**src/rtl/core/iepsr_pkg.sv**
```systemverilog
// Package for the pulse-width symbol receiver: field widths, register indexes,
// symbol codes and reset values of the configuration registers.
// No dependencies.
package iepsr_pkg;

    // Default sizes of the pulse and free-time counters.
    localparam int WIDTH_BITS_DEF = 10;
    localparam int FREE_BITS_DEF  = 16;

    // Fixed field widths.
    localparam int CFG_W       = 10;
    localparam int FREE_IV_W   = 16;
    localparam int KIND_W      = 3;
    localparam int PW_W        = 10;
    localparam int CFG_IDX_W   = 3;
    localparam int CFG_DATA_W  = 16;

    // Largest pulse width that can be reported.
    localparam logic [PW_W-1:0] PW_MAX = {PW_W{1'b1}};

    // Reset values of the configuration registers.
    localparam logic [CFG_W-1:0]     DEF_BIT_ZERO_WIDTH  = CFG_W'(34);
    localparam logic [CFG_W-1:0]     DEF_BIT_ONE_WIDTH   = CFG_W'(20);
    localparam logic [CFG_W-1:0]     DEF_BIT_TOLERANCE   = CFG_W'(7);
    localparam logic [CFG_W-1:0]     DEF_START_WIDTH     = CFG_W'(170);
    localparam logic [CFG_W-1:0]     DEF_START_TOLERANCE = CFG_W'(115);
    localparam logic [CFG_W-1:0]     DEF_PULSE_TIMEOUT   = CFG_W'(190);
    localparam logic [FREE_IV_W-1:0] DEF_FREE_INTERVAL   = FREE_IV_W'(500);

    // Symbol codes.
    typedef enum logic [KIND_W-1:0] {
        KIND_ZERO    = 3'd0,
        KIND_ONE     = 3'd1,
        KIND_START   = 3'd2,
        KIND_BAD     = 3'd3,
        KIND_TIMEOUT = 3'd4
    } t_kind;

    // Configuration register indexes.
    typedef enum logic [CFG_IDX_W-1:0] {
        REG_BIT_ZERO_WIDTH  = 3'd0,
        REG_BIT_ONE_WIDTH   = 3'd1,
        REG_BIT_TOLERANCE   = 3'd2,
        REG_START_WIDTH     = 3'd3,
        REG_START_TOLERANCE = 3'd4,
        REG_PULSE_TIMEOUT   = 3'd5,
        REG_FREE_INTERVAL   = 3'd6
    } t_cfg_idx;

endpackage

```
**src/rtl/core/iepsr_ifs.sv**
```systemverilog
// Valid/ready channel interfaces of the pulse-width symbol receiver:
// line samples in, symbols out, and the configuration write channel.
// Depends on iepsr_pkg.
interface iepsr_sample_if;
    logic valid;
    logic ready;
    logic bus_level;

    modport source (output valid, output bus_level, input ready);
    modport sink   (input valid, input bus_level, output ready);
endinterface

interface iepsr_symbol_if;
    import iepsr_pkg::*;
    logic              valid;
    logic              ready;
    logic              symbol_valid;
    logic [KIND_W-1:0] symbol_kind;
    logic [PW_W-1:0]   pulse_width;
    logic              bus_free;

    modport source (output valid, output symbol_valid, output symbol_kind,
                    output pulse_width, output bus_free, input ready);
    modport sink   (input valid, input symbol_valid, input symbol_kind,
                    input pulse_width, input bus_free, output ready);
endinterface

interface iepsr_cfg_if;
    import iepsr_pkg::*;
    logic                  valid;
    logic                  ready;
    logic [CFG_IDX_W-1:0]  index;
    logic [CFG_DATA_W-1:0] data;

    modport source (output valid, output index, output data, input ready);
    modport sink   (input valid, input index, input data, output ready);
endinterface

```
**src/rtl/core/iepsr_core.sv**
```systemverilog
// Channel     Dir  Payload                                          Accept
// i_sample    in   bus_level                                        valid & ready
// o_symbol    out  symbol_valid, symbol_kind, pulse_width, bus_free valid & ready
// i_cfg       in   index, data                                      valid & ready
//
// Every line sample yields one result in the cycle after it is accepted; a sample
// can be accepted in every cycle. The pulse state is updated at the accepting
// edge and the result lands in a single output register. While that register
// holds an untaken result, a new sample is accepted only in a cycle in which
// the result is taken. Synchronous active-low reset restores the register
// defaults and clears the pulse state; the configuration port is always ready.
// Depends on iepsr_pkg and iepsr_ifs.
module iepsr_core #(
    parameter int WIDTH_BITS = iepsr_pkg::WIDTH_BITS_DEF,
    parameter int FREE_BITS  = iepsr_pkg::FREE_BITS_DEF
) (
    input  logic            i_clk,
    input  logic            i_rst_n,
    iepsr_sample_if.sink    i_sample,
    iepsr_symbol_if.source  o_symbol,
    iepsr_cfg_if.sink       i_cfg
);
    import iepsr_pkg::*;

    // Comparison widths that cover both the counters and the registers.
    localparam int HW = (WIDTH_BITS > CFG_W) ? WIDTH_BITS : CFG_W;
    localparam int FW = (FREE_BITS > FREE_IV_W) ? FREE_BITS : FREE_IV_W;

    // Configuration registers.
    logic [CFG_W-1:0]     r_bit_zero_width;
    logic [CFG_W-1:0]     r_bit_one_width;
    logic [CFG_W-1:0]     r_bit_tolerance;
    logic [CFG_W-1:0]     r_start_width;
    logic [CFG_W-1:0]     r_start_tolerance;
    logic [CFG_W-1:0]     r_pulse_timeout;
    logic [FREE_IV_W-1:0] r_free_interval;

    // Pulse state.
    logic                  r_last_level, n_last_level;
    logic [WIDTH_BITS-1:0] r_high_count, n_high_count;
    logic                  r_timed_out,  n_timed_out;
    logic [FREE_BITS-1:0]  r_free_count, n_free_count;

    // Output register.
    logic            r_out_valid;
    logic            r_sym_valid, n_sym_valid;
    t_kind           r_kind,      n_kind;
    logic [PW_W-1:0] r_width,     n_width;
    logic            r_bus_free,  n_bus_free;

    logic            in_accept;
    logic [HW-1:0]   width_x;

    // True when a width lies within tol of nom.
    function automatic logic near_width(input logic [HW-1:0] w,
                                        input logic [HW-1:0] nom,
                                        input logic [CFG_W-1:0] tol);
        logic [HW-1:0] d;
        d = (w >= nom) ? (w - nom) : (nom - w);
        return d <= HW'(tol);
    endfunction

    assign i_cfg.ready    = 1'b1;
    assign i_sample.ready = !r_out_valid || o_symbol.ready;
    assign in_accept      = i_sample.valid && i_sample.ready;

    // Configuration writes; indexes beyond the list are ignored.
    always_ff @(posedge i_clk) begin
        if (!i_rst_n) begin
            r_bit_zero_width  <= DEF_BIT_ZERO_WIDTH;
            r_bit_one_width   <= DEF_BIT_ONE_WIDTH;
            r_bit_tolerance   <= DEF_BIT_TOLERANCE;
            r_start_width     <= DEF_START_WIDTH;
            r_start_tolerance <= DEF_START_TOLERANCE;
            r_pulse_timeout   <= DEF_PULSE_TIMEOUT;
            r_free_interval   <= DEF_FREE_INTERVAL;
        end else if (i_cfg.valid && i_cfg.ready) begin
            case (t_cfg_idx'(i_cfg.index))
                REG_BIT_ZERO_WIDTH:  r_bit_zero_width  <= i_cfg.data[CFG_W-1:0];
                REG_BIT_ONE_WIDTH:   r_bit_one_width   <= i_cfg.data[CFG_W-1:0];
                REG_BIT_TOLERANCE:   r_bit_tolerance   <= i_cfg.data[CFG_W-1:0];
                REG_START_WIDTH:     r_start_width     <= i_cfg.data[CFG_W-1:0];
                REG_START_TOLERANCE: r_start_tolerance <= i_cfg.data[CFG_W-1:0];
                REG_PULSE_TIMEOUT:   r_pulse_timeout   <= i_cfg.data[CFG_W-1:0];
                REG_FREE_INTERVAL:   r_free_interval   <= i_cfg.data[FREE_IV_W-1:0];
                default: ;
            endcase
        end
    end

    // Next pulse state and the symbol for the sample at the input.
    always_comb begin
        n_last_level = i_sample.bus_level;
        n_high_count = r_high_count;
        n_timed_out  = r_timed_out;
        n_sym_valid  = 1'b0;
        n_kind       = KIND_ZERO;
        width_x      = '0;

        if (i_sample.bus_level) begin
            // High tick: start or extend the pulse, report a timeout once.
            if (!r_last_level) begin
                n_high_count = WIDTH_BITS'(1);
                n_timed_out  = 1'b0;
            end else if (r_high_count != {WIDTH_BITS{1'b1}}) begin
                n_high_count = r_high_count + 1'b1;
            end
            width_x = HW'(n_high_count);
            if (!n_timed_out && (width_x > HW'(r_pulse_timeout))) begin
                n_timed_out = 1'b1;
                n_sym_valid = 1'b1;
                n_kind      = KIND_TIMEOUT;
            end
        end else begin
            // Falling edge of a pulse that did not time out: classify it.
            width_x = HW'(r_high_count);
            if (r_last_level && !r_timed_out) begin
                n_sym_valid = 1'b1;
                if (near_width(width_x, HW'(r_bit_zero_width), r_bit_tolerance)) begin
                    n_kind = KIND_ZERO;
                end else if (near_width(width_x, HW'(r_bit_one_width),
                                        r_bit_tolerance)) begin
                    n_kind = KIND_ONE;
                end else if (near_width(width_x, HW'(r_start_width),
                                        r_start_tolerance)) begin
                    n_kind = KIND_START;
                end else begin
                    n_kind = KIND_BAD;
                end
            end
            n_high_count = '0;
            n_timed_out  = 1'b0;
        end

        // Reported width saturates at the field maximum.
        if (!n_sym_valid) begin
            n_width = '0;
        end else if (width_x > HW'(PW_MAX)) begin
            n_width = PW_MAX;
        end else begin
            n_width = width_x[PW_W-1:0];
        end

        // Free-time counter restarts on a classified falling edge.
        if (n_sym_valid && !i_sample.bus_level) begin
            n_free_count = '0;
        end else if (r_free_count != {FREE_BITS{1'b1}}) begin
            n_free_count = r_free_count + 1'b1;
        end else begin
            n_free_count = r_free_count;
        end

        n_bus_free = !i_sample.bus_level &&
                     (FW'(n_free_count) >= FW'(r_free_interval));
    end

    // Pulse state registers, updated on every accepted item.
    always_ff @(posedge i_clk) begin
        if (!i_rst_n) begin
            r_last_level <= 1'b0;
            r_high_count <= '0;
            r_timed_out  <= 1'b0;
            r_free_count <= '0;
        end else if (in_accept) begin
            r_last_level <= n_last_level;
            r_high_count <= n_high_count;
            r_timed_out  <= n_timed_out;
            r_free_count <= n_free_count;
        end
    end

    // Output register valid flag.
    always_ff @(posedge i_clk) begin
        if (!i_rst_n) begin
            r_out_valid <= 1'b0;
        end else if (in_accept) begin
            r_out_valid <= 1'b1;
        end else if (o_symbol.ready) begin
            r_out_valid <= 1'b0;
        end
    end

    // Output register payload.
    always_ff @(posedge i_clk) begin
        if (in_accept) begin
            r_sym_valid <= n_sym_valid;
            r_kind      <= n_kind;
            r_width     <= n_width;
            r_bus_free  <= n_bus_free;
        end
    end

    assign o_symbol.valid        = r_out_valid;
    assign o_symbol.symbol_valid = r_sym_valid;
    assign o_symbol.symbol_kind  = r_kind;
    assign o_symbol.pulse_width  = r_width;
    assign o_symbol.bus_free     = r_bus_free;

    // A pulse is in progress exactly when the last sample was high.
    a_count_tracks_level: assert property (@(posedge i_clk) disable iff (!i_rst_n)
        (r_high_count == '0) == !r_last_level)
        else $error("high count disagrees with last level");

    // A timeout can only be pending inside a pulse.
    a_timeout_in_pulse: assert property (@(posedge i_clk) disable iff (!i_rst_n)
        r_timed_out |-> r_last_level)
        else $error("timeout flag set while line low");

    // A rising edge starts the count at one.
    a_rise_starts_count: assert property (@(posedge i_clk) disable iff (!i_rst_n)
        (in_accept && i_sample.bus_level && !r_last_level) |=> (r_high_count == 1))
        else $error("rising edge did not restart the count");

    // A result without a symbol carries zero kind and width.
    a_empty_result: assert property (@(posedge i_clk) disable iff (!i_rst_n)
        (r_out_valid && !r_sym_valid) |-> (r_kind == KIND_ZERO && r_width == '0))
        else $error("empty result carries a symbol payload");

endmodule

```
**src/rtl/core/iebus_pulse_symbol_receiver_core.sv**
```systemverilog
// Channel     Dir  Payload                                          Accept
// i_sample    in   bus_level                                        valid & ready
// o_symbol    out  symbol_valid, symbol_kind, pulse_width, bus_free valid & ready
// i_cfg       in   index (3 bits), data (16 bits)                   valid & ready
//
// One result per line sample, in the cycle after the sample is accepted; a new
// sample is taken every cycle while results are drained. The result is held in
// the single output register of iepsr_core. Synchronous active-low reset loads
// the register defaults and clears the pulse and free-time counters. With the
// result register full and o_symbol.ready low, i_sample.ready drops.
// Depends on iepsr_pkg, iepsr_ifs and iepsr_core.
module iebus_pulse_symbol_receiver_core #(
    parameter int WIDTH_BITS = iepsr_pkg::WIDTH_BITS_DEF,
    parameter int FREE_BITS  = iepsr_pkg::FREE_BITS_DEF
) (
    input  logic            i_clk,
    input  logic            i_rst_n,
    iepsr_sample_if.sink    i_sample,
    iepsr_symbol_if.source  o_symbol,
    iepsr_cfg_if.sink       i_cfg
);
    import iepsr_pkg::*;

    // Symbol decoder with its configuration and output register.
    iepsr_core #(
        .WIDTH_BITS (WIDTH_BITS),
        .FREE_BITS  (FREE_BITS)
    ) u_core (
        .i_clk    (i_clk),
        .i_rst_n  (i_rst_n),
        .i_sample (i_sample),
        .o_symbol (o_symbol),
        .i_cfg    (i_cfg)
    );

endmodule
```
**src/flat_wrapper.sv**
```systemverilog
// flat-port wrapper written by rule: the top's interface ports become plain ports
module iebus_pulse_symbol_receiver_core_flat import iepsr_pkg::*;
#(
    parameter int WIDTH_BITS = iepsr_pkg::WIDTH_BITS_DEF,
    parameter int FREE_BITS  = iepsr_pkg::FREE_BITS_DEF
)
  (i_clk, i_rst_n, i_sample_valid, i_sample_bus_level, i_sample_ready, o_symbol_valid, o_symbol_symbol_valid, o_symbol_symbol_kind, o_symbol_pulse_width, o_symbol_bus_free, o_symbol_ready, i_cfg_valid, i_cfg_index, i_cfg_data, i_cfg_ready);
  iepsr_sample_if i_sample_i ();
  iepsr_symbol_if o_symbol_i ();
  iepsr_cfg_if i_cfg_i ();
  input  logic i_clk;
  input  logic i_rst_n;
  input wire logic [$bits(i_sample_i.valid)-1:0] i_sample_valid;
  input wire logic [$bits(i_sample_i.bus_level)-1:0] i_sample_bus_level;
  output wire logic [$bits(i_sample_i.ready)-1:0] i_sample_ready;
  output wire logic [$bits(o_symbol_i.valid)-1:0] o_symbol_valid;
  output wire logic [$bits(o_symbol_i.symbol_valid)-1:0] o_symbol_symbol_valid;
  output wire logic [$bits(o_symbol_i.symbol_kind)-1:0] o_symbol_symbol_kind;
  output wire logic [$bits(o_symbol_i.pulse_width)-1:0] o_symbol_pulse_width;
  output wire logic [$bits(o_symbol_i.bus_free)-1:0] o_symbol_bus_free;
  input wire logic [$bits(o_symbol_i.ready)-1:0] o_symbol_ready;
  input wire logic [$bits(i_cfg_i.valid)-1:0] i_cfg_valid;
  input wire logic [$bits(i_cfg_i.index)-1:0] i_cfg_index;
  input wire logic [$bits(i_cfg_i.data)-1:0] i_cfg_data;
  output wire logic [$bits(i_cfg_i.ready)-1:0] i_cfg_ready;
  assign i_sample_i.valid = i_sample_valid;
  assign i_sample_i.bus_level = i_sample_bus_level;
  assign i_sample_ready = i_sample_i.ready;
  assign o_symbol_valid = o_symbol_i.valid;
  assign o_symbol_symbol_valid = o_symbol_i.symbol_valid;
  assign o_symbol_symbol_kind = o_symbol_i.symbol_kind;
  assign o_symbol_pulse_width = o_symbol_i.pulse_width;
  assign o_symbol_bus_free = o_symbol_i.bus_free;
  assign o_symbol_i.ready = o_symbol_ready;
  assign i_cfg_i.valid = i_cfg_valid;
  assign i_cfg_i.index = i_cfg_index;
  assign i_cfg_i.data = i_cfg_data;
  assign i_cfg_ready = i_cfg_i.ready;
  iebus_pulse_symbol_receiver_core #(.WIDTH_BITS(WIDTH_BITS), .FREE_BITS(FREE_BITS)) u_core (.i_clk(i_clk), .i_rst_n(i_rst_n), .i_sample(i_sample_i), .o_symbol(o_symbol_i), .i_cfg(i_cfg_i));
endmodule
```
**config.mk**
```make
export PLATFORM = sky130hd
export DESIGN_NAME = iebus_pulse_symbol_receiver_core_flat
export DESIGN_NICKNAME = d
export VERILOG_FILES = /design/src/rtl/core/iepsr_pkg.sv /design/src/rtl/core/iepsr_ifs.sv /design/src/rtl/core/iepsr_core.sv /design/src/rtl/core/iebus_pulse_symbol_receiver_core.sv /design/src/flat_wrapper.sv
export SDC_FILE = /design/constraint.sdc
export NUM_CORES = 1
export LEC_CHECK = 0
export BUFFER_PORTS_ARGS = -buffer_cell sky130_fd_sc_hd__buf_2
export CORE_ASPECT_RATIO = 0.8
export CORE_UTILIZATION = 48
export CTS_BUF_LIST = sky130_fd_sc_hd__clkbuf_8
export DETAILED_ROUTE_END_ITERATION = 10
export HOLD_SLACK_MARGIN = 0.1
export SYNTH_ARGS = -nofsm -noshare
export SYNTH_HDL_FRONTEND = slang
export SYNTH_SLANG_ARGS = --single-unit
```
**constraint.sdc**
```tcl
create_clock -name i_clk -period 6.74 [get_ports i_clk]
set_input_delay 0.674 -clock i_clk [delete_from_list [all_inputs] [get_ports i_clk]]
set_output_delay 0.674 -clock i_clk [all_outputs]
set_load 0.1 [all_outputs]
```
### Word-level counts from Yosys, hierarchy flattened

Cells that the tools add are included.

| storage, ports and cells | value |
|---|---|
| register bits after elaboration | 120 |
| bits of input ports | 25 |
| output and inout port bits | 18 |
| word-level logic and storage cells | 86 |

| operators by class | value |
|---|---|
| add/sub/neg operators | 8 |
| magnitude comparators | 9 |
| eq/ne operators | 8 |
| muxes and demuxes | 26 |
| reduce and logical (&&, ||, !) cells | 19 |

Operator list:

| cell | number |
|---|---|
| 2-to-1 mux 10 bit | 9 |
| subtractor 10 bit | 6 |
| 2-to-1 mux 16 bit | 2 |
| greater-or-equal comparator 10 bit | 3 |
| <= comparator 10 bit | 3 |
| adder 16 x 1 -> 16 bit (second input constant) | 1 |
| greater-or-equal comparator 16 bit | 1 |
| inequality test 16 bit (second input constant) | 1 |
| AND reduction 2 bit | 7 |
| adder 10 x 1 -> 10 bit (second input constant) | 1 |
| > comparator 10 bit | 1 |
| > comparator 10 bit (second input constant) | 1 |
| 2-to-1 mux 1 bit | 10 |
| inequality test 10 bit (second input constant) | 1 |
| == test 3 bit (second input constant) | 3 |
| == test 3 x 2 -> 1 bit (second input constant) | 2 |
| 2-to-1 mux 2 bit | 3 |
| 2-to-1 mux 3 bit | 2 |
| logical AND 1 bit | 5 |
| zero test 1 bit | 4 |
| == test 3 x 1 -> 1 bit (second input constant) | 1 |
| zero test 3 bit | 1 |
| nonzero test 2 bit | 1 |
| logical OR 1 bit | 1 |

### Longest topological paths before layout

Gate-level depths: netlist of the first run.

| logic depth | value |
|---|---|
| depth in word-level cells | 12 |
| mapped depth | 18 |

### Least setup slack after synthesis of the first run

Ideal clock, no wire load.

| timing path | value |
|---|---|
| kind | register -> register |
| start point | register u_core.u_core.r_high_count[0] |
| end point | register u_core.u_core.r_kind[1] (netlist: u_core.u_core.o_symbol.symbol_kind[1]), data pin |
| arrival | 3314 ps |
| slack | 3170 ps |
| stages on the path, launching flop included | 18 |
| period minus slack after synthesis | 3570 ps |
| cells stage by stage | dfxtp_1 inv_1 ha_1 inv_1 fa_1 nand3_1 a31oi_1 o41ai_4 buf_2 a31oi_1 xor2_1 ha_1 a21o_1 a21o_1 a21oi_1 o211ai_1 nand3_1 and3b_1 |

| between the ends | value |
|---|---|
| cells in the longest elaborated chain, start to end | 7 |
| elaborated cells on any way between the ends | 14 |
| classes of those cells | 4 x add/sub; 4 x order compare; 6 x mux |

RTL lines:

| element | RTL line | RTL |
|---|---|---|
| start: declaration | iepsr_core.sv:40 | `logic [WIDTH_BITS-1:0] r_high_count, n_high_count;` |
| start signal: assignment | iepsr_core.sv:166 | `r_high_count <= n_high_count;` |
| subtractor 10 bit or greater-or-equal comparator 10 bit (tied branches) | iepsr_core.sv:59 | `d = (w >= nom) ? (w - nom) : (nom - w);` |
| 2-to-1 mux 10 bit | iepsr_core.sv:59 |  |
| <= comparator 10 bit | iepsr_core.sv:60 | `return d <= HW'(tol);` |
| 2-to-1 mux 2 bit | iepsr_core.sv:121 | `end else if (near_width(width_x, HW'(r_bit_one_width),` |
| 2-to-1 mux 2 bit (*) | iepsr_core.sv:119 | `if (near_width(width_x, HW'(r_bit_zero_width), r_bit_tolerance)) begin` |
| 2-to-1 mux 2 bit (*) | iepsr_core.sv:117 | `if (r_last_level && !r_timed_out) begin` |
| 2-to-1 mux 3 bit (*) | iepsr_core.sv:100 | `if (i_sample.bus_level) begin` |
| end signal: assignment | iepsr_core.sv:187 | `r_kind <= n_kind;` |
| end: declaration | iepsr_core.sv:47 | `t_kind r_kind, n_kind;` |

Every way passes the cells marked *; elsewhere a longest branch is shown, timed or not.
A chain may end at the register's enable or synchronous reset.

### Worst setup path in the final report of the first run

| timing path | value |
|---|---|
| start point | register u_core.u_core.r_high_count[0] |
| end point | register u_core.u_core.r_kind[0] (netlist: u_core.u_core.o_symbol.symbol_kind[0]), data pin |

| between the ends | value |
|---|---|
| cells in the longest elaborated chain, start to end | 8 |
| elaborated cells on any way between the ends | 20 |
| classes of those cells | 6 x add/sub; 6 x order compare; 8 x mux |

RTL lines:

| element | RTL line | RTL |
|---|---|---|
| subtractor 10 bit or greater-or-equal comparator 10 bit (tied branches) | iepsr_core.sv:59 |  |
| 2-to-1 mux 10 bit | iepsr_core.sv:59 |  |
| <= comparator 10 bit | iepsr_core.sv:60 |  |
| 2-to-1 mux 1 bit | iepsr_core.sv:124 | `end else if (near_width(width_x, HW'(r_start_width),` |
| 2-to-1 mux 2 bit | iepsr_core.sv:121 |  |
| 2-to-1 mux 2 bit (*) | iepsr_core.sv:119 |  |
| 2-to-1 mux 2 bit (*) | iepsr_core.sv:117 |  |
| 2-to-1 mux 3 bit (*) | iepsr_core.sv:100 |  |

Marked as above.

==> metrics.txt, run 1 <==
DR DRC count=0; Main synth FF type=dfxtp_1; per-cell routed wire length=18.8 um; post-cts repair resize count=0; R2R depth=17; hold depth=3; multiplexer share of the synthesized area=2.02%; max-cap violation count=0; total wire length=27.1 mm; adder-cell share of the synthesized area=17.0%; vias in the first global route=7343; setup ws final=2250 ps; n_diodes=0; Syn Inst Count=1173; post-synthesis sequential area ratio=27.9%; status=finished clean; top sig layer=met5; # H-tree levels=4; postcts setup bufs=0; min Tclk post-route=4490 ps; Arr. time, crit path=4700 ps; CP Cell Sequence=inv_1 > ha_1 > inv_1 > fa_1 > a21o_1 > a211oi_1 > or3_1 > o21bai_1 > mux2i_1 > xnor2_1 > ha_1 > a21o_1 > a21o_1 > a21oi_1 > o211ai_1 > nand2_1 > a31oi_1; post-synth top area share=23.0%; total power=1.80 mW; Die Height=125 um; Synth cell types=75; M1 WL=13.7 mm; met2 WL=11.7 mm; fraction of registers with async set/reset=0%; Syn Area/Cell=7.80 um^2; Worst-path clk slew=80 ps; share of cells above drive strength 1=8.55%; worst-margin pin slew=941 ps; Mapped Area=9150 um^2; clk_skew=7.68 ps; synthesized flop and latch total=120; Initial Util=49.7%; Crit-path slowest cell=o21bai_1; Post-DP HPWL=19.7 mm; most frequent cells in the layout=nand2_1, a21oi_1, ha_1; placement row count=44; Initial DRT Pass Iterations=5; WL met3=1.43 mm; hold buffers post-CTS=0; total negative slack=0 ps; Longest Clk Path Bufs=2; die area=19600 um^2; CP dominant cell by count=a21o_1; Synth Area in Simple Gates=20.6%; first-pass GRT wire length=42.1 mm; xor and xnor area share after synthesis=3.74%; Ports=43; vias per inst=5.71; clk sinks=120; Detail Route Antenna Nets=0; Final Hold Fails=0; Die W=156 um; relative slew slack=37.0%; Fin Hold WS=451 ps; CORE AREA=18400 um^2; fin nets=1326; Ys Warns=0; DP Worst Slack=2310 ps; crit-path max FO=9; clk_lat worst skew=460 ps; largest net degree at the start of global routing=44; HP Start=i_cfg_data[11]; final setup vio count=0; Post-synth EDFFs=15; initial antenna violation count=1; Worst VDD drop=0.155 mV; Synth Area in Compound Gates=21.3%; CP endpoint kind=flop; leak pwr=4.14 nW; Setup CP Type=flop to flop; port bufs=41; GR Overflow Total=0; Critical Path Source Type=flop; fin crit share=66.7%; Starting DRT DRC Count=702; overall routing resource usage=28.4%; pwr/cell area=182 nW/um^2; most common cell after layout, fill and taps aside=nand2_1; total CTS buffers=17; Syn Nets=1319; post-synth top area cell=dfxtp_1; placer congestion estimate=0.937; synth top area cells=dfxtp_1, ha_1, nand2_1; fin. max-slew vios=0; Crit path largest cell delay=750 ps; Required @ worst endpoint=6940 ps; clock root buffer=clkbuf_8; CTS tree=built; RSZ-0062 raised after global routing=no; Hold Path Class=primary input to flop; worst flop-to-flop path startpoint=u_core.u_core.r_high_count[0]; largest family of logic cells by synthesized area=compound AO/OA/AOI/OAI gates; Max Clk Rate=0.223 GHz; Layout area overhead=8.13%; Setup crit start=u_core.u_core.r_high_count[0]; via count=8252
## through the flow
stage | std cells | util [%] | instance area (um^2)
floorplan | 1173 | - | 9150
global placement | 1414 | 51.3 | 9430
detailed placement | 1414 | 51.3 | 9430
CTS | 1446 | 53.8 | 9890
global route | 1446 | 53.8 | 9890
finish | 1446 | 53.8 | 9890
## sequential cells by signal (all words and copies together), names as in the netlist
| signal | count |
|---|---|
| u_core.u_core.r_bit_zero_width | 10 |
| u_core.u_core.o_symbol.pulse_width | 10 |
| u_core.u_core.r_high_count | 10 |
| u_core.u_core.r_bit_tolerance | 10 |
| u_core.u_core.r_last_level | 1 |
| u_core.u_core.r_start_width | 10 |
| u_core.u_core.r_timed_out | 1 |
| u_core.u_core.o_symbol.bus_free | 1 |
| u_core.u_core.r_start_tolerance | 10 |
| u_core.u_core.o_symbol.symbol_kind | 3 |
| u_core.u_core.r_bit_one_width | 10 |
| u_core.u_core.r_pulse_timeout | 10 |
| u_core.u_core.r_free_interval | 16 |
| u_core.u_core.r_free_count | 16 |
| u_core.u_core.o_symbol.symbol_valid | 1 |
| u_core.u_core.o_symbol.valid | 1 |
## cell type report
class                   instances  area (um^2)
clock inverters                15          225
fillers                      1811         8500
multi-input cells             892         5920
clock buffers                  17          234
inverters                     101          379
repair buffers                 48          258
flip-flops and latches        120         2550
well taps                     253          317
## worst max-delay path, delay by kind of cell (launching register included)
family,cells,cell delay (ps)
compound gates,8,1670
fa+ha+maj,3,710
flops,1,560
simple gates,2,530
buf+inv,2,330
mux,1,290
xor+xnor,1,140
## worst paths after layout
path | end | slack [ps]
hold reg to reg | u_core.u_core.r_free_interval[14] | 460
setup reg to reg | u_core.u_core.o_symbol.symbol_kind[0] | 2250
setup / recovery | u_core.u_core.o_symbol.symbol_kind[0] | 2250
hold / removal | u_core.u_core.r_free_interval[11] | 450
## Yosys cell counts, types with 16 or more instances
master	count
nand3_1	28
nand2_1	175
a21o_1	27
o211ai_1	36
inv_1	100
xor2_1	23
ha_1	115
a31oi_1	19
o21ai_0	34
xnor2_1	16
a21oi_1	117
dfxtp_1	105
nand4_1	28
nor3_1	28
nor2_1	80
clkbuf_1	41
## layer usage
layer	global-route usage [%]	vias to the layer above
li1	-	4135
met1	42.4	3850
met2	42.0	236
met3	4.85	29
met4	6.86	2
met5	0	-
## power breakdown
group          switching [mW]  leakage, nW  internal (mW)
clock network           0.332        0.219          0.441
registers              0.0130         1.00          0.741
logic                   0.186         2.91         0.0838
## cells by family (layout without fill, tap and decap cells)
| family | count (synthesis) | count (layout) |
|---|---|---|
| multiplexers | 18 | 18 |
| AO/OA/AOI/OAI | 306 | 306 |
| XOR/XNOR | 39 | 39 |
| adder cells (fa/ha/maj) | 121 | 121 |
| flip-flops | 120 | 120 |
| buffers and inverters | 161 | 181 |
| other | 1 | 1 |
| AND/OR/NAND/NOR | 407 | 407 |
Note: power is estimated with default switching activity, not from simulation.
==> inputs of run 2 (changes only) <==
--- a/config.mk
+++ b/config.mk
@@ -5,12 +5,14 @@
 export SDC_FILE = /design/constraint.sdc
 export NUM_CORES = 1
 export LEC_CHECK = 0
+export ABC_AREA = 1
 export BUFFER_PORTS_ARGS = -buffer_cell sky130_fd_sc_hd__buf_2
 export CORE_ASPECT_RATIO = 0.8
 export CORE_UTILIZATION = 48
 export CTS_BUF_LIST = sky130_fd_sc_hd__clkbuf_8
 export DETAILED_ROUTE_END_ITERATION = 10
 export HOLD_SLACK_MARGIN = 0.1
+export PLACE_DENSITY = 0.67
 export SYNTH_ARGS = -nofsm -noshare
 export SYNTH_HDL_FRONTEND = slang
 export SYNTH_SLANG_ARGS = --single-unit
==> constraint.sdc (replaced) <==
create_clock -name i_clk -period 3.9 [get_ports i_clk]
set_input_delay 0.39 -clock i_clk [delete_from_list [all_inputs] [get_ports i_clk]]
set_output_delay 0.39 -clock i_clk [all_outputs]
set_load 0.1 [all_outputs]
==> metrics.txt, run 2 <==
post-synth top area share=21.6% (was 23.0%); per-cell routed wire length=15.2 um (was 18.8 um); total power=3.43 mW (was 1.80 mW); CP endpoint kind=flop (unchanged); total negative slack=0 ps (unchanged); Clock Power Share=36.0% (was 43.1%); die area=20800 um^2 (was 19600 um^2); total wire length=26.6 mm (was 27.1 mm); Starting DRT DRC Count=799 (was 702); DR DRC count=0 (unchanged); Initial Util=48.9% (was 49.7%); Int Pwr=2.23 mW (was 1.27 mW); # H-tree levels=4 (unchanged); post-cts repair resize count=0 (unchanged); final instance area=10600 um^2 (was 9890 um^2); total CTS buffers=17 (unchanged); max-cap violation count=0 (unchanged); post-synthesis sequential area ratio=26.3% (was 27.9%); Longest Clk Path Bufs=2 (unchanged); DP Worst Slack=498 ps (was 2310 ps); worst flop-to-flop path startpoint=u_core.u_core.r_high_count[0] (unchanged); Crit-path slowest cell=dfxtp_1 (was o21bai_1); pwr/cell area=325 nW/um^2 (was 182 nW/um^2); CP Cell Sequence=inv_1 > ha_1 > inv_1 > fa_1 > inv_1 > nor2_2 > nor2_2 > o21bai_2 > nand2_2 > nand2_2 > inv_2 > nand2_1 > nand2_1 > inv_1 > ha_1 > a21oi_1 > nor2_1 > nor3_1 > nand3_1 > nand3_1 > a21oi_1 (was inv_1 > ha_1 > inv_1 > fa_1 > a21o_1 > a211oi_1 > or3_1 > o21bai_1 > mux2i_1 > xnor2_1 > ha_1 > a21o_1 > a21o_1 > a21oi_1 > o211ai_1 > nand2_1 > a31oi_1); fraction of registers with async set/reset=0% (unchanged); GR Overflow Total=0 (unchanged); CORE AREA=19900 um^2 (was 18400 um^2); HP Start=i_cfg_data[13] (was i_cfg_data[11]); worst-margin pin slew=713 ps (was 941 ps); hold buffers post-CTS=0 (unchanged); vias in the first global route=8230 (was 7343); Detail Route Antenna Nets=0 (unchanged); Post-DP HPWL=20.0 mm (was 19.7 mm); Layout area overhead=8.55% (was 8.13%); Layout Utilization=53.1% (was 53.8%); fin nets=1618 (was 1326); Syn Inst Count=1438 (was 1173); count leader, synth=nand2_1 (unchanged); Ports=43 (unchanged); most frequent cells after synthesis=nand2_1, inv_1, a21oi_1, ha_1, dfxtp_1 (was nand2_1, a21oi_1, ha_1, dfxtp_1, inv_1); Synth cell types=44 (was 75); crit-path max FO=11 (was 9); n_diodes=0 (unchanged); share of cells above drive strength 1=10.6% (was 8.55%); non-filler cells, final=1749 (was 1446); CP dominant cell by count=inv_1 (was a21o_1); first-pass GRT wire length=42.4 mm (was 42.1 mm); clk sinks=120 (unchanged); Worst VDD drop=0.186 mV (was 0.155 mV); Post-synth EDFFs=15 (unchanged); initial antenna violation count=0 (was 1); Main synth FF type=dfxtp_1 (unchanged); Max Clk Rate=0.290 GHz (was 0.223 GHz); Required @ worst endpoint=4110 ps (was 6940 ps); Die Height=129 um (was 125 um); CTS tree=built (unchanged); Sw Pwr=1.20 mW (was 0.531 mW); post-synth top area cell=dfxtp_1 (unchanged); port bufs=41 (unchanged); Setup crit start=u_core.u_core.r_high_count[0] (unchanged); Net Sw Frac=35.0% (was 29.6%); relative slew slack=52.4% (was 37.0%); most common cell after layout, fill and taps aside=nand2_1 (unchanged); Syn Nets=1584 (was 1319); largest net degree at the start of global routing=60 (was 44); Setup CP Type=flop to flop (unchanged); postcts setup bufs=0 (unchanged); fin crit share=88.3% (was 66.7%); clk_lat worst skew=460 ps (about the same); Final Hold Fails=0 (unchanged); clk_skew=14.4 ps (was 7.68 ps); status=finished clean (unchanged); placer congestion estimate=0.984 (was 0.937); leak pwr=5.45 nW (was 4.14 nW); Arr. time, crit path=3650 ps (was 4700 ps); vias per inst=5.18 (was 5.71); Fin Hold WS=199 ps (was 451 ps); fin. max-slew vios=0 (unchanged); DP Area=10100 um^2 (was 9430 um^2); via count=9052 (was 8252); Worst-path clk slew=90 ps (was 80 ps); min Tclk post-route=3440 ps (was 4490 ps); sequential power share=39.1% (was 41.9%); clock root buffer=clkbuf_8 (unchanged); Syn Area/Cell=6.76 um^2 (was 7.80 um^2); synthesized flop and latch total=120 (unchanged); placement row count=46 (was 44); Ys Warns=0 (unchanged); Initial DRT Pass Iterations=5 (unchanged); overall routing resource usage=26.0% (was 28.4%); CP bufs+invs=5 (was 2); placed cell count=1717 (was 1414); Critical Path Source Type=flop (unchanged); Crit path max-delay family=simple AND/OR/NAND/NOR gates (was compound AO/OA/AOI/OAI gates); biggest registers after layout=u_core.u_core.r_free_count (16), u_core.u_core.r_free_interval (16) (unchanged); Hold Path Class=primary input to flop (unchanged); Crit path largest cell delay=410 ps (was 750 ps); FILL cells=1989 (was 1811); combinational share of power=24.8% (was 15.0%); Die W=161 um (was 156 um); RSZ-0062 raised after global routing=no (unchanged); Mapped Area=9720 um^2 (was 9150 um^2); synth top area cells=dfxtp_1, ha_1, nand2_1 (unchanged); final setup vio count=0 (unchanged); setup ws final=456 ps (was 2250 ps); most frequent cells in the layout=nand2_1, inv_1, a21oi_1 (was nand2_1, a21oi_1, ha_1)
-- run 2: cell count changes in the layout (fill, tap and decap cells not counted), sizes merged, moves of 12 or more --
cell	previous run	this run
nand2	176	389
inv	103	252
o21ai	39	109
nand3	29	63
nor2	80	106
a21o	27	3
nand4	29	7
nor3	28	10
a31oi	19	3
a21oi	119	133
mux2i	14	0
nor2b	13	1
o211ai	36	24
-- run 2: final cells by class --
| type | count | area (um^2) | area share (%) |
|---|---|---|---|
| Inverter | 251 | 947 | 8.98 |
| Tap cell | 264 | 330 | 3.13 |
| Sequential cell | 120 | 2550 | 24.2 |
| Clock inverter | 14 | 171 | 1.62 |
| Multi-Input combinational cell | 1029 | 6010 | 56.9 |
| Timing Repair Buffer | 53 | 295 | 2.80 |
| Clock buffer | 18 | 248 | 2.35 |
-- run 2: worst paths after layout --
path / endpoint / depth (start not counted) / slack (ps)
hold reg to reg: u_core.u_core.r_bit_zero_width[9] / 2 / 460
hold / removal: u_core.u_core.r_free_interval[13] / 3 / 200
setup reg to reg: u_core.u_core.o_symbol.symbol_kind[0] / 21 / 460
setup / recovery: u_core.u_core.o_symbol.symbol_kind[0] / 21 / 460
-- run 2: kinds of logic (layout without fill, tap and decap cells) --
logic type	after synthesis	after routing	share of synthesized area [%]
simple gates	580	580	25.8
xor+xnor	39	39	3.51
fa+ha+maj	121	121	16.0
flops	120	120	26.3
buf+inv	289	336	11.9
other cells	1	1	0.0386
compound gates	288	288	16.4
-- run 2: tightest hold or removal path, stage by stage --
cell and delay (ps):
buf_2 70, o21ai_0 70, a21oi_1 100
-- run 2: power groups by stage --
stage	combinational, mW	clock, mW	sequential (mW)
floorplan	0.570	0	1.44
global route	0.969	1.29	1.35
finish	0.852	1.23	1.34
global placement	0.831	0	1.37
detailed placement	0.843	0	1.37
CTS	0.847	1.25	1.34
-- run 2: layer usage --
metal  GRT usage [%]  part of all wire (%)
met5               0                     0
met4            8.38                   2.2
met1            36.8                    49
met2            41.3                    43
met3            3.14                   5.8
==> inputs of run 3 (changes only) <==
--- a/config.mk
+++ b/config.mk
@@ -5,14 +5,13 @@
 export SDC_FILE = /design/constraint.sdc
 export NUM_CORES = 1
 export LEC_CHECK = 0
-export ABC_AREA = 1
-export BUFFER_PORTS_ARGS = -buffer_cell sky130_fd_sc_hd__buf_2
 export CORE_ASPECT_RATIO = 0.8
 export CORE_UTILIZATION = 48
-export CTS_BUF_LIST = sky130_fd_sc_hd__clkbuf_8
+export CTS_BUF_LIST = sky130_fd_sc_hd__clkbuf_4
 export DETAILED_ROUTE_END_ITERATION = 10
+export DONT_BUFFER_PORTS = 1
 export HOLD_SLACK_MARGIN = 0.1
-export PLACE_DENSITY = 0.67
+export PLACE_DENSITY = 0.65
 export SYNTH_ARGS = -nofsm -noshare
 export SYNTH_HDL_FRONTEND = slang
 export SYNTH_SLANG_ARGS = --single-unit
==> metrics.txt, run 3 (same netlist as run 1, synthesis figures left out) <==
share of cells above drive strength 1=9.65% (was 10.6%); Detail Route Antenna Nets=0 (unchanged); worst-margin pin slew=1070 ps (was 713 ps); R2R depth=18 (was 21); total CTS buffers=17 (unchanged); Starting DRT DRC Count=845 (was 799); fin crit share=94.8% (was 88.3%); relative slew slack=28.8% (was 52.4%); Crit path largest cell delay=420 ps (was 410 ps); vias per inst=5.83 (was 5.18); fin. max-slew vios=0 (unchanged); Critical Path Source Type=flop (unchanged); CP endpoint kind=flop (unchanged); CP bufs+invs=3 (was 5); leak pwr=4.25 nW (was 5.45 nW); Worst VDD drop=0.176 mV (was 0.186 mV); most frequent cells in the layout=nand2_1, a21oi_1, ha_1 (was nand2_1, inv_1, a21oi_1); via count=8625 (was 9052); Worst-path clk slew=120 ps (was 90 ps); crit-path max FO=4 (was 11); vias in the first global route=7724 (was 8230); Post-DP HPWL=20.2 mm (was 20.0 mm); total negative slack=0 ps (unchanged); CTS tree=built (unchanged); Crit path max-delay family=compound AO/OA/AOI/OAI gates (was simple AND/OR/NAND/NOR gates); Longest Clk Path Bufs=2 (unchanged); Crit path depth=18 (was 21); fin nets=1356 (was 1618); Ports=43 (unchanged); Die W=156 um (was 161 um); initial antenna violation count=3 (was 0); DP Worst Slack=139 ps (was 498 ps); first-pass GRT wire length=43.6 mm (was 42.4 mm); clock root buffer=clkbuf_4 (was clkbuf_8); Required @ worst endpoint=4230 ps (was 4110 ps); hold depth=2 (was 3); die area=19600 um^2 (was 20800 um^2); Layout area overhead=11.6% (was 8.55%); biggest registers after layout=u_core.u_core.r_free_count (16), u_core.u_core.r_free_interval (16) (unchanged); port bufs=0 (was 41); total power=2.82 mW (was 3.43 mW); per-cell routed wire length=18.9 um (was 15.2 um); Hold Path Class=primary input to flop (unchanged); worst flop-to-flop path startpoint=u_core.u_core.r_high_count[0] (unchanged); DP Area=9550 um^2 (was 10100 um^2); CP Cell Sequence=inv_2 > ha_2 > inv_1 > fa_1 > nand3_2 > a31oi_2 > o41ai_4 > buf_4 > nor3_1 > a31oi_1 > xor2_1 > ha_1 > a21o_1 > a21o_1 > a21oi_2 > o211ai_1 > nand3_1 > and3b_1 (was inv_1 > ha_1 > inv_1 > fa_1 > inv_1 > nor2_2 > nor2_2 > o21bai_2 > nand2_2 > nand2_2 > inv_2 > nand2_1 > nand2_1 > inv_1 > ha_1 > a21oi_1 > nor2_1 > nor3_1 > nand3_1 > nand3_1 > a21oi_1); Max Clk Rate=0.270 GHz (was 0.290 GHz); R2R Setup Slk=200 ps (was 460 ps); placement row count=44 (was 46); setup ws final=203 ps (was 456 ps); clk_lat worst skew=570 ps (was 460 ps); most common cell after layout, fill and taps aside=nand2_1 (unchanged); Register Area=2550 um^2 (about the same); FILL cells=1825 (was 1989); # H-tree levels=4 (unchanged); Crit-path slowest cell=fa_1 (was dfxtp_1); pwr/cell area=277 nW/um^2 (was 325 nW/um^2); final setup vio count=0 (unchanged); Setup CP Type=flop to flop (unchanged); non-filler cells, final=1479 (was 1749); area occupied by multi-input gates=5970 um^2 (was 6010 um^2); CP dominant cell by count=a21o_1 (was inv_1); total wire length=28.0 mm (was 26.6 mm); status=finished clean (unchanged); worst reg2reg path endpoint=u_core.u_core.o_symbol.symbol_kind[1] (was u_core.u_core.o_symbol.symbol_kind[0]); largest net degree at the start of global routing=51 (was 60); Layout Utilization=55.5% (was 53.1%); GR Overflow Total=0 (unchanged); Fin Hold WS=141 ps (was 199 ps); Arr. time, crit path=4020 ps (was 3650 ps); min Tclk post-route=3700 ps (was 3440 ps); Initial DRT Pass Iterations=5 (unchanged); HP Start=i_sample_bus_level (was i_cfg_data[13]); Initial Util=49.7% (was 48.9%); CORE AREA=18400 um^2 (was 19900 um^2); placer congestion estimate=0.964 (was 0.984); clk sinks=120 (unchanged); Die Height=125 um (was 129 um); Final Hold Fails=0 (unchanged); DR DRC count=0 (unchanged); overall routing resource usage=29.3% (was 26.0%); max-cap violation count=0 (unchanged); Hold Path End=u_core.u_core.o_symbol.pulse_width[9] (was u_core.u_core.r_free_interval[13]); clk_skew=21.6 ps (was 14.4 ps); final instance area=10200 um^2 (was 10600 um^2); placed cell count=1416 (was 1717)
==> run 3: cell types whose count changed in the layout (fill, tap and decap cells not counted), sizes merged, moves of 12 or more <==
cell         change
o21ai           -70
mux2i           +14
nand3           -34
inv            -149
nor3            +18
a31oi           +16
a21o            +24
nor2            -26
a21oi           -14
nand2          -213
nand4           +22
dlygate4sd3     +25
nor2b           +12
o211ai          +12
==> run 3: final cells by class <==
| cell class | count | area share, % |
|---|---|---|
| diodes | 3 | 0.0736 |
| clock buffers | 19 | 1.40 |
| clock inverters | 13 | 1.73 |
| inverters | 101 | 3.72 |
| multi-input cells | 892 | 58.5 |
| flip-flops and latches | 120 | 25.0 |
| well taps | 253 | 3.10 |
| repair buffers | 78 | 6.47 |
==> run 3: worst register-to-register path, stage by stage, from the launching register on <==
cell	delay (ps)
dfxtp_1	330
inv_2	90
ha_2	190
inv_1	50
fa_1	420
nand3_2	120
a31oi_2	130
o41ai_4	410
buf_4	180
nor3_1	50
a31oi_1	180
xor2_1	170
ha_1	260
a21o_1	190
a21o_1	180
a21oi_2	140
o211ai_1	90
nand3_1	110
and3b_1	170
==> run 3: what timing repair did <==
action                     4_1_cts  5_1_grt
setup endpoints to repair        0       10
resized for setup                0       12
hold endpoints to repair        90        0
hold buffers                    26        0
setup buffers                    0        2
==> run 3: per-layer routing <==
layer  global-route usage [%]  vias up  part of all wire, %
met4                     8.42        0                  1.9
met5                        0        -                    0
li1                         -     4221                    -
met3                     8.08       49                   10
met2                     42.6      399                   42
met1                     41.9     3956                   46
==> run 3: worst max-delay path by stage <==
| stage | start | to | slack, ps |
|---|---|---|---|
| floorplan | u_core.u_core.r_high_count[0] | u_core.u_core.o_symbol.symbol_kind[1] | 330 |
| global placement | u_core.u_core.r_high_count[1] | u_core.u_core.o_symbol.pulse_width[2] | 180 |
| detailed placement | u_core.u_core.r_high_count[0] | u_core.u_core.o_symbol.symbol_kind[0] | 140 |
| CTS | u_core.u_core.r_high_count[0] | u_core.u_core.o_symbol.symbol_kind[0] | 110 |
| global route | u_core.u_core.r_high_count[0] | u_core.u_core.o_symbol.symbol_kind[1] | -20 |
| finish | u_core.u_core.r_high_count[0] | u_core.u_core.o_symbol.symbol_kind[1] | 200 |
==> run 3: where the power goes <==
part	leakage (nW)	switching [mW]	internal (mW)
Combinational	3.08	0.263	0.159
Clock	0.168	0.528	0.519
Sequential	1.00	0.0732	1.28
